**config.mk**
```make
export PLATFORM = sky130hd
export DESIGN_NAME = typed_aligned_bump_suballocator_core
export DESIGN_NICKNAME = d
export VERILOG_FILES = /design/src/hw/rtl/tabs_pkg.sv /design/src/hw/rtl/typed_aligned_bump_suballocator_core.sv /design/src/hw/rtl/tabs_front.sv /design/src/hw/rtl/tabs_queue.sv /design/src/hw/rtl/tabs_back.sv
export SDC_FILE = /design/constraint.sdc
export NUM_CORES = 2
export LEC_CHECK = 0
export ABC_AREA = 1
export BUFFER_PORTS_ARGS = -buffer_cell sky130_fd_sc_hd__buf_2
export CORE_AREA = 2 2 405 407
export DETAILED_ROUTE_END_ITERATION = 12
export DIE_AREA = 0 0 407 409
export PLACE_DENSITY = 0.68
export SLEW_MARGIN = 20
export SYNTH_ARGS = -nofsm -noshare
export SYNTH_HDL_FRONTEND = slang
export SYNTH_SLANG_ARGS = --single-unit
```
**constraint.sdc**
```tcl
create_clock -name clk -period 10.5 [get_ports clk]
set_clock_uncertainty 0.15 [all_clocks]
set_input_delay 1.05 -clock clk [delete_from_list [all_inputs] [get_ports clk]]
set_output_delay 1.05 -clock clk [all_outputs]
set_load 0.02 [all_outputs]
```
**src/hw/rtl/tabs_pkg.sv**
```systemverilog
// Shared types and constants of the typed aligned bump suballocator.
// Used by the front, queue, back and top-level modules; depends on nothing.
package tabs_pkg;

    localparam int unsigned MEMORY_TYPES_DEF = 32;
    localparam int unsigned OFFSET_BITS_DEF  = 48;

    // Fixed field widths of the stream payload
    localparam int unsigned MASK_W   = 32;
    localparam int unsigned SIZE_W   = 48;
    localparam int unsigned ALIGN_W  = 5;
    localparam int unsigned TYPE_W   = 5;
    localparam int unsigned OUT_W    = 48;
    localparam int unsigned CMD_W    = 2;
    localparam int unsigned STATUS_W = 2;

    localparam int unsigned S_TDATA_W = 96;
    localparam int unsigned M_TDATA_W = 104;

    // Input tdata layout
    localparam int unsigned S_ALLOWED_LSB = 0;
    localparam int unsigned S_COH_BIT     = 32;
    localparam int unsigned S_VIS_BIT     = 33;
    localparam int unsigned S_SIZE_LSB    = 34;
    localparam int unsigned S_ALIGN_LSB   = 82;
    localparam int unsigned S_QTYPE_LSB   = 87;

    localparam int unsigned QUEUE_DEPTH = 2;

    // APB register map
    localparam int unsigned APB_ADDR_W = 3;
    localparam logic        REG_COHERENT = 1'b0;
    localparam logic        REG_VISIBLE  = 1'b1;

    typedef enum logic [CMD_W-1:0] {
        CMD_PLACE = 2'd0,
        CMD_QUERY = 2'd1,
        CMD_CLEAR = 2'd2
    } cmd_t;

    typedef enum logic [STATUS_W-1:0] {
        ST_DONE     = 2'd0,
        ST_NO_TYPE  = 2'd1,
        ST_OVERFLOW = 2'd2
    } status_t;

    // What the back end has to do with a queued item
    typedef enum logic [2:0] {
        KIND_PLACE,
        KIND_NO_TYPE,
        KIND_QUERY,
        KIND_QUERY_BAD,
        KIND_CLEAR,
        KIND_NOP
    } kind_t;

    typedef struct packed {
        kind_t              kind;
        logic [TYPE_W-1:0]  type_idx;
        logic [ALIGN_W-1:0] align_log2;
        logic [SIZE_W-1:0]  item_size;
    } tabs_item_t;

    typedef struct packed {
        logic full;
        logic empty;
    } tabs_qstat_t;

endpackage

```
**src/hw/rtl/typed_aligned_bump_suballocator_core.sv**
```systemverilog
// Top level of the typed aligned bump suballocator: APB registers and wiring.
// Depends on tabs_pkg, tabs_front, tabs_queue and tabs_back.
//
// Places items into per-memory-type regions by bumping a running end offset.
// A place request (command 0) drops the types lacking a demanded coherent or
// visible property, picks the lowest remaining type, rounds its end up to the
// alignment and returns type and offset; an empty result gives status 1 and
// an end past the offset range gives status 2 without storing. Query (1)
// reads one type's end, clear (2) zeroes all ends. Every item gives exactly
// one result. The block sustains one item per clock cycle while results are
// taken; an accepted item is first registered in the two-entry queue, and
// when the back end pops it, its combinational offset read, align, add and
// range check feed the result register, which is loaded as the new end is
// stored, so a following item always sees the updated end. A stalled result
// holds the back end, and two more items fill the queue before s_tready drops.
// The offsets are flip-flops cleared by reset at once; no clearing pass exists.
module typed_aligned_bump_suballocator_core
    import tabs_pkg::*;
#(
    parameter int unsigned MEMORY_TYPES = MEMORY_TYPES_DEF,
    parameter int unsigned OFFSET_BITS  = OFFSET_BITS_DEF
) (
    input  logic                  clk,
    input  logic                  rst_n,
    // APB configuration port
    input  logic                  psel,
    input  logic                  penable,
    input  logic                  pwrite,
    input  logic [APB_ADDR_W-1:0] paddr,
    input  logic [31:0]           pwdata,
    output logic [31:0]           prdata,
    output logic                  pready,
    // request stream
    input  logic                  s_tvalid,
    output logic                  s_tready,
    // allowed_types[31:0], need_coherent[32], need_mappable[33], item_size[81:34],
    // align_log2[86:82], query_type[91:87], zero fill above
    input  logic [S_TDATA_W-1:0]  s_tdata,
    // command[1:0]
    input  logic [CMD_W-1:0]      s_tuser,
    // result stream
    output logic                  m_tvalid,
    input  logic                  m_tready,
    // chosen_type[4:0], placed_offset[52:5], type_total[100:53], zero fill above
    output logic [M_TDATA_W-1:0]  m_tdata,
    // status[1:0]
    output logic [STATUS_W-1:0]   m_tuser
);

    logic [MASK_W-1:0] coherent_mask_reg;
    logic [MASK_W-1:0] visible_mask_reg;
    logic              cfg_write;

    logic              push;
    logic              pop;
    tabs_item_t        push_item;
    tabs_item_t        head_item;
    tabs_qstat_t       qstat;

    assign pready    = 1'b1;
    assign cfg_write = psel && penable && pwrite && pready;

    always_ff @(posedge clk or negedge rst_n)
    begin
        if (!rst_n)
        begin
            coherent_mask_reg <= '0;
            visible_mask_reg  <= '0;
        end
        else if (cfg_write)
        begin
            if (paddr[2] == REG_COHERENT)
            begin
                coherent_mask_reg <= pwdata;
            end
            else
            begin
                visible_mask_reg <= pwdata;
            end
        end
    end

    assign prdata = (paddr[2] == REG_VISIBLE) ? visible_mask_reg : coherent_mask_reg;

    tabs_front #(
        .MEMORY_TYPES (MEMORY_TYPES)
    ) u_front (
        .s_tvalid      (s_tvalid),
        .s_tready      (s_tready),
        .s_tdata       (s_tdata),
        .s_tuser       (s_tuser),
        .coherent_mask (coherent_mask_reg),
        .visible_mask  (visible_mask_reg),
        .qstat         (qstat),
        .push          (push),
        .push_item     (push_item)
    );

    tabs_queue u_queue (
        .clk       (clk),
        .rst_n     (rst_n),
        .push      (push),
        .push_item (push_item),
        .pop       (pop),
        .head_item (head_item),
        .qstat     (qstat)
    );

    tabs_back #(
        .MEMORY_TYPES (MEMORY_TYPES),
        .OFFSET_BITS  (OFFSET_BITS)
    ) u_back (
        .clk       (clk),
        .rst_n     (rst_n),
        .head_item (head_item),
        .qstat     (qstat),
        .pop       (pop),
        .m_tvalid  (m_tvalid),
        .m_tready  (m_tready),
        .m_tdata   (m_tdata),
        .m_tuser   (m_tuser)
    );

    // A result only appears after the back end took an item from the queue
    a_result_from_pop: assert property (@(posedge clk) disable iff (!rst_n)
        $rose(m_tvalid) |-> $past(pop))
        else $error("result appeared without a queued item");

    // Overflow results carry no placed offset
    a_overflow_fields: assert property (@(posedge clk) disable iff (!rst_n)
        m_tvalid && (m_tuser == ST_OVERFLOW) |-> (m_tdata[52:5] == '0))
        else $error("overflow result with a nonzero offset");

    // Pop only from a nonempty queue, and push only into a free slot
    a_queue_bounds: assert property (@(posedge clk) disable iff (!rst_n)
        !(pop && qstat.empty) && !(push && qstat.full && !pop))
        else $error("queue underflow or overflow");

endmodule

```
**src/hw/rtl/tabs_front.sv**
```systemverilog
// Front end: unpacks request items, filters memory types and classifies.
// Depends on tabs_pkg.
module tabs_front
    import tabs_pkg::*;
#(
    parameter int unsigned MEMORY_TYPES = MEMORY_TYPES_DEF
) (
    input  logic                 s_tvalid,
    output logic                 s_tready,
    // allowed_types[31:0], need_coherent[32], need_mappable[33], item_size[81:34],
    // align_log2[86:82], query_type[91:87], zero fill above
    input  logic [S_TDATA_W-1:0] s_tdata,
    // command[1:0]
    input  logic [CMD_W-1:0]     s_tuser,
    input  logic [MASK_W-1:0]    coherent_mask,
    input  logic [MASK_W-1:0]    visible_mask,
    input  tabs_qstat_t          qstat,
    output logic                 push,
    output tabs_item_t           push_item
);

    localparam int unsigned TW = (MEMORY_TYPES > 1) ? $clog2(MEMORY_TYPES) : 1;

    logic [MASK_W-1:0]       allowed;
    logic [TYPE_W-1:0]       query_type;
    logic [MEMORY_TYPES-1:0] candidates;
    logic [TW-1:0]           pick;
    logic                    query_ok;

    assign s_tready = !qstat.full;
    assign push     = s_tvalid && s_tready;

    assign allowed    = s_tdata[S_ALLOWED_LSB +: MASK_W];
    assign query_type = s_tdata[S_QTYPE_LSB +: TYPE_W];
    assign query_ok   = ({1'b0, query_type} < (TYPE_W+1)'(MEMORY_TYPES));

    // Drop types lacking a demanded property; bits of absent types fall away
    always_comb
    begin
        candidates = allowed[MEMORY_TYPES-1:0];
        if (s_tdata[S_COH_BIT])
        begin
            candidates = candidates & coherent_mask[MEMORY_TYPES-1:0];
        end
        if (s_tdata[S_VIS_BIT])
        begin
            candidates = candidates & visible_mask[MEMORY_TYPES-1:0];
        end
    end

    // Lowest remaining type wins
    always_comb
    begin
        pick = '0;
        for (int i = MEMORY_TYPES - 1; i >= 0; i--)
        begin
            if (candidates[i])
            begin
                pick = TW'(i);
            end
        end
    end

    always_comb
    begin
        push_item.align_log2 = s_tdata[S_ALIGN_LSB +: ALIGN_W];
        push_item.item_size  = s_tdata[S_SIZE_LSB +: SIZE_W];
        push_item.type_idx   = '0;
        unique case (s_tuser)
            CMD_PLACE:
            begin
                push_item.kind     = (candidates == '0) ? KIND_NO_TYPE : KIND_PLACE;
                push_item.type_idx = TYPE_W'(pick);
            end
            CMD_QUERY:
            begin
                push_item.kind     = query_ok ? KIND_QUERY : KIND_QUERY_BAD;
                push_item.type_idx = query_type;
            end
            CMD_CLEAR:
            begin
                push_item.kind = KIND_CLEAR;
            end
            default:
            begin
                push_item.kind = KIND_NOP;
            end
        endcase
    end

endmodule

```
**src/hw/rtl/tabs_queue.sv**
```systemverilog
// Short item queue between the front and back ends.
// Depends on tabs_pkg.
module tabs_queue
    import tabs_pkg::*;
(
    input  logic        clk,
    input  logic        rst_n,
    input  logic        push,
    input  tabs_item_t  push_item,
    input  logic        pop,
    output tabs_item_t  head_item,
    output tabs_qstat_t qstat
);

    localparam int unsigned PW = (QUEUE_DEPTH > 1) ? $clog2(QUEUE_DEPTH) : 1;
    localparam int unsigned CW = $clog2(QUEUE_DEPTH + 1);

    tabs_item_t    slot_reg [QUEUE_DEPTH];
    logic [PW-1:0] wr_ptr_reg, wr_ptr_next;
    logic [PW-1:0] rd_ptr_reg, rd_ptr_next;
    logic [CW-1:0] count_reg, count_next;

    assign head_item   = slot_reg[rd_ptr_reg];
    assign qstat.full  = (count_reg == CW'(QUEUE_DEPTH));
    assign qstat.empty = (count_reg == '0);

    always_comb
    begin
        wr_ptr_next = wr_ptr_reg;
        rd_ptr_next = rd_ptr_reg;
        count_next  = count_reg;
        if (push)
        begin
            wr_ptr_next = (wr_ptr_reg == PW'(QUEUE_DEPTH - 1)) ? '0 : wr_ptr_reg + 1'b1;
        end
        if (pop)
        begin
            rd_ptr_next = (rd_ptr_reg == PW'(QUEUE_DEPTH - 1)) ? '0 : rd_ptr_reg + 1'b1;
        end
        if (push && !pop)
        begin
            count_next = count_reg + 1'b1;
        end
        else if (pop && !push)
        begin
            count_next = count_reg - 1'b1;
        end
    end

    always_ff @(posedge clk or negedge rst_n)
    begin
        if (!rst_n)
        begin
            wr_ptr_reg <= '0;
            rd_ptr_reg <= '0;
            count_reg  <= '0;
        end
        else
        begin
            wr_ptr_reg <= wr_ptr_next;
            rd_ptr_reg <= rd_ptr_next;
            count_reg  <= count_next;
        end
    end

    always_ff @(posedge clk)
    begin
        if (push)
        begin
            slot_reg[wr_ptr_reg] <= push_item;
        end
    end

endmodule

```
**src/hw/rtl/tabs_back.sv**
```systemverilog
// Back end: per-type running offsets, alignment, bump and result register.
// Depends on tabs_pkg.
module tabs_back
    import tabs_pkg::*;
#(
    parameter int unsigned MEMORY_TYPES = MEMORY_TYPES_DEF,
    parameter int unsigned OFFSET_BITS  = OFFSET_BITS_DEF
) (
    input  logic                 clk,
    input  logic                 rst_n,
    input  tabs_item_t           head_item,
    input  tabs_qstat_t          qstat,
    output logic                 pop,
    output logic                 m_tvalid,
    input  logic                 m_tready,
    // chosen_type[4:0], placed_offset[52:5], type_total[100:53], zero fill above
    output logic [M_TDATA_W-1:0] m_tdata,
    // status[1:0]
    output logic [STATUS_W-1:0]  m_tuser
);

    localparam int unsigned TW = (MEMORY_TYPES > 1) ? $clog2(MEMORY_TYPES) : 1;
    // Alignment sum wide enough for a 31-bit mask plus a carry
    localparam int unsigned AW = ((OFFSET_BITS > 32) ? OFFSET_BITS : 32) + 1;
    // Bump sum wide enough for the size plus a carry
    localparam int unsigned SW = ((OFFSET_BITS > SIZE_W) ? OFFSET_BITS : SIZE_W) + 1;

    logic [OFFSET_BITS-1:0] ends_reg [MEMORY_TYPES];

    logic                   out_valid_reg;
    status_t                out_status_reg, out_status_next;
    logic [TYPE_W-1:0]      out_type_reg, out_type_next;
    logic [OUT_W-1:0]       out_offset_reg, out_offset_next;
    logic [OUT_W-1:0]       out_total_reg, out_total_next;

    logic [TW-1:0]          idx;
    logic [OFFSET_BITS-1:0] cur_end;
    logic [AW-1:0]          align_m1;
    logic [AW-1:0]          aligned;
    logic [SW-1:0]          new_end;
    logic                   range_ovf;
    logic                   do_write;
    logic                   do_clear;

    assign pop = !qstat.empty && (!out_valid_reg || m_tready);

    assign idx      = head_item.type_idx[TW-1:0];
    assign cur_end  = ends_reg[idx];
    assign align_m1 = (AW'(1) << head_item.align_log2) - AW'(1);
    assign aligned  = (AW'(cur_end) + align_m1) & ~align_m1;
    assign new_end  = SW'(aligned[OFFSET_BITS-1:0]) + SW'(head_item.item_size);
    // Either the rounded offset or the new end leaves the offset range
    assign range_ovf = (|aligned[AW-1:OFFSET_BITS]) || (|new_end[SW-1:OFFSET_BITS]);

    always_comb
    begin
        out_status_next = ST_DONE;
        out_type_next   = '0;
        out_offset_next = '0;
        out_total_next  = '0;
        do_write        = 1'b0;
        do_clear        = 1'b0;
        case (head_item.kind)
            KIND_PLACE:
            begin
                out_type_next = head_item.type_idx;
                if (range_ovf)
                begin
                    out_status_next = ST_OVERFLOW;
                    out_total_next  = OUT_W'(cur_end);
                end
                else
                begin
                    out_offset_next = OUT_W'(aligned[OFFSET_BITS-1:0]);
                    out_total_next  = OUT_W'(new_end[OFFSET_BITS-1:0]);
                    do_write        = 1'b1;
                end
            end
            KIND_NO_TYPE:
            begin
                out_status_next = ST_NO_TYPE;
            end
            KIND_QUERY:
            begin
                out_type_next  = head_item.type_idx;
                out_total_next = OUT_W'(cur_end);
            end
            KIND_QUERY_BAD:
            begin
                out_status_next = ST_NO_TYPE;
                out_type_next   = head_item.type_idx;
            end
            KIND_CLEAR:
            begin
                do_clear = 1'b1;
            end
            default:
            begin
                out_status_next = ST_DONE;
            end
        endcase
    end

    always_ff @(posedge clk or negedge rst_n)
    begin
        if (!rst_n)
        begin
            out_valid_reg <= 1'b0;
            for (int i = 0; i < MEMORY_TYPES; i++)
            begin
                ends_reg[i] <= '0;
            end
        end
        else
        begin
            if (pop)
            begin
                out_valid_reg <= 1'b1;
            end
            else if (m_tready)
            begin
                out_valid_reg <= 1'b0;
            end
            if (pop && do_clear)
            begin
                for (int i = 0; i < MEMORY_TYPES; i++)
                begin
                    ends_reg[i] <= '0;
                end
            end
            else if (pop && do_write)
            begin
                ends_reg[idx] <= new_end[OFFSET_BITS-1:0];
            end
        end
    end

    always_ff @(posedge clk)
    begin
        if (pop)
        begin
            out_status_reg <= out_status_next;
            out_type_reg   <= out_type_next;
            out_offset_reg <= out_offset_next;
            out_total_reg  <= out_total_next;
        end
    end

    assign m_tvalid = out_valid_reg;
    assign m_tuser  = out_status_reg;
    assign m_tdata  = {(M_TDATA_W - TYPE_W - 2*OUT_W)'(0),
                       out_total_reg, out_offset_reg, out_type_reg};

endmodule
```
==> results.yml <==
run_status:
  status: "completed"
critical_path:
  critPathMaxFanout: 26
  crit_required_ns: 11.07
  reg2reg_from: "u_queue.rd_ptr_reg"
  reg2reg_to: "u_back.ends_reg[965]"
  worst-r2r-setup-slack_ns: 0.55
  timing.critical_path.to_type: "flip-flop"
  ff2ff_path_depth: 48
  cpMaxStageDelayCell: "dfrtp_2"
  crit_type: "reg2reg"
  arrival_ns: 10.52
  startpoint_type: "flip-flop"
  critPathMaxStageDelay_ns: 0.49
  cpMostUsedCell: "inv_1"
drt:
  via_per_inst: 6.28
  drt_iter0_drc: 12500
  dr.pass1.iters: 7
  drtAntennaViolNets: 0
  num_vias: 81700
  routed_wl_microns: 340000
  wl_per_cell_microns: 26.1
  drc_errors: 0
logic_synthesis:
  netlist_area_sq_mm: 0.0888
  synth_top_area_share_pct: 45.2
  yosysTopAreaCell: "dfrtp_1"
  ys_seq_area_share_pct: 52.8
  synthTopCellsByArea: "dfrtp_1, nand2_1, edfxtp_1, nand3_1, a22oi_1"
  synthArstFlopShare_pct: 87.7
  ys.flop_type: "dfrtp_1"
  synth_commonest_cells: "nand2_1, dfrtp_1, nand3_1, inv_1, a22oi_1"
  netlist_instances: 10700
  yosysWarnings: 0
  yosysMostFrequentCell: "nand2_1"
  avgSynthCellArea_sq_um: 8.32
  synth.distinct_cells: 62
  synth_edf_count: 225
  synth-seq-cells: 1830
layout:
  drive_above_1_share_pct: 10.7
  fin_nets: 10900
  n_fill_cell: 14000
  utilization_pct: 62.1
  seq_area_sq_mm: 0.0469
  synthToLayoutAreaGrowth_pct: 13.2
  multiInputGateArea_sq_mm: 0.0366
  largest_reg_flops: 1536
timing:
  hold_viol: 0
  whs_ns: 0.0839
  drv_slew: 0
  final-setup-viol-count: 0
  fmax_ghz: 0.100
  rsz0062_at_grt: "false"
  finalCritPeriodShare_pct: 94.8
  relSlewSlack_pct: 20.6
  tns_ns: 0
  worst_pin_slew_ns: 1.19
  post-route-min-period_ns: 9.95
  fin_ws_ns: 0.547
placement:
  hpwl_microns: 211000
  port_buffers: 270
  post-place-ws_ns: 0.528
  gp_congestion: 0.953
global_routing:
  grtUsageTotal_pct: 40.4
  gr-total-overflow: 0
  grt_start_max_net_pins: 192
  antenna_found_initial: 14
  grt_pass1_vias: 78200
  grt_pass1_wl_microns: 502000
clock_network:
  h-tree-depth: 4
  clockBufferDepth: 3
  clock-root-buffer: "clkbuf_16"
  clkSlewWorstSetupHoldPaths_ns: 0.06
  cts_tree: "yes"
  numCtsBuffers: 191
  ctsHoldBuffers: 0
  cts_sinks: 1830
  clk-insertion-delay-late_ns: 0.88
die:
  rows: 148
  die_x_microns: 407
  die_area_sq_mm: 0.166
  start_util_pct: 54.8
  core-area_sq_mm: 0.162
  die_h_microns: 409
  ios: 281
run:
  drv_cap: 0
worst_hold_path:
  hold_path.class: "in2async"
[routing by layer]
| layer | GRT usage (%) | up-vias | routed length [microns] |
|---|---|---|---|
| met5 | 0 | - | 159 |
| met4 | 22.0 | 19 | 21100 |
| met3 | 11.6 | 1154 | 42800 |
| met2 | 59.6 | 5494 | 148000 |
| met1 | 53.6 | 39600 | 128000 |
| li1 | - | 35400 | - |
[stage by stage]
step           std cells  cell area, sq um
3_5_place_dp       12600             93700
5_1_grt            13000            101000
3_3_place_gp       12600             93700
6_report           13000            101000
4_1_cts            13000            100000
2_1_floorplan      10700             88900
[worst max path at each step]
stage               depth (start not counted)                   end  slack, ns                from
global route                               48  u_back.ends_reg[505]       0.02  u_queue.rd_ptr_reg
CTS                                        43  u_back.ends_reg[111]       0.54  u_queue.rd_ptr_reg
detailed placement                         43  u_back.ends_reg[111]       0.53  u_queue.rd_ptr_reg
finish                                     48  u_back.ends_reg[965]       0.55  u_queue.rd_ptr_reg
floorplan                                  12  u_back.ends_reg[751]       1.23            m_tready
global placement                           43   u_back.ends_reg[99]       0.68  u_queue.rd_ptr_reg
[critical path: cells and delay by family (launching register included)]
kind            cells  cell delay [ns]
simple gates       17             2.80
flops               1             0.49
xor+xnor            2             0.48
compound gates     14             3.07
fa+ha+maj           3             0.95
buf+inv            12             1.79
[cell families (layout without fill, tap and decap cells)]
kind of cell / Yosys count / count (layout) / synth area share (%)
AO/OA/AOI/OAI: 1880 / 1880 / 13.2
other: 2 / 18 / 0.00845
buffers and inverters: 1489 / 1626 / 6.95
adder cells (fa/ha/maj): 104 / 104 / 1.48
XOR/XNOR: 93 / 93 / 0.917
AND/OR/NAND/NOR: 5285 / 5285 / 24.7
flip-flops: 1830 / 1830 / 52.8
[layout by cell type (no fill, tap or decap), types with 19 or more instances in the layout]
master | netlist | layout
nand2_1 | 3589 | 3579
clkinv_2 | 0 | 29
clkbuf_8 | 0 | 47
xor2_1 | 49 | 26
o21ai_0 | 469 | 468
nand3_1 | 1154 | 1147
nor4_1 | 25 | 25
nand4_1 | 30 | 30
buf_2 | 243 | 269
o221ai_1 | 56 | 56
xnor2_2 | 0 | 19
o21ai_1 | 73 | 71
nor2_1 | 308 | 295
buf_12 | 0 | 87
nor2_4 | 10 | 23
a31oi_1 | 23 | 23
nor3_2 | 3 | 20
inv_1 | 608 | 604
clkbuf_16 | 0 | 195
or2_2 | 42 | 42
ha_1 | 102 | 102
a21oi_1 | 401 | 392
a22o_1 | 20 | 20
dfrtp_1 | 1605 | 1604
nor3_1 | 70 | 53
o22ai_1 | 153 | 153
a22oi_1 | 583 | 583
edfxtp_1 | 225 | 225
xnor2_1 | 44 | 25
clkbuf_1 | 502 | 36
buf_4 | 11 | 290
[cell type report]
type / instances / share of cell area, %
antenna: 5 / 0.0124
tap: 2175 / 2.71
timing repair buffer: 648 / 5.27
clock inverter: 76 / 0.974
clock buffer: 278 / 5.63
multi-input combinational: 7375 / 36.4
sequential: 1830 / 46.6
inverter: 624 / 2.36
[what timing repair did]
item                                    CTS  global route
endpoints found under the setup margin    0           379
buffers inserted                          0            17
gates resized for setup                   0             4
Power is not shown: default switching activity piles up to over one toggle a cycle in this logic, so the estimate is an artifact.
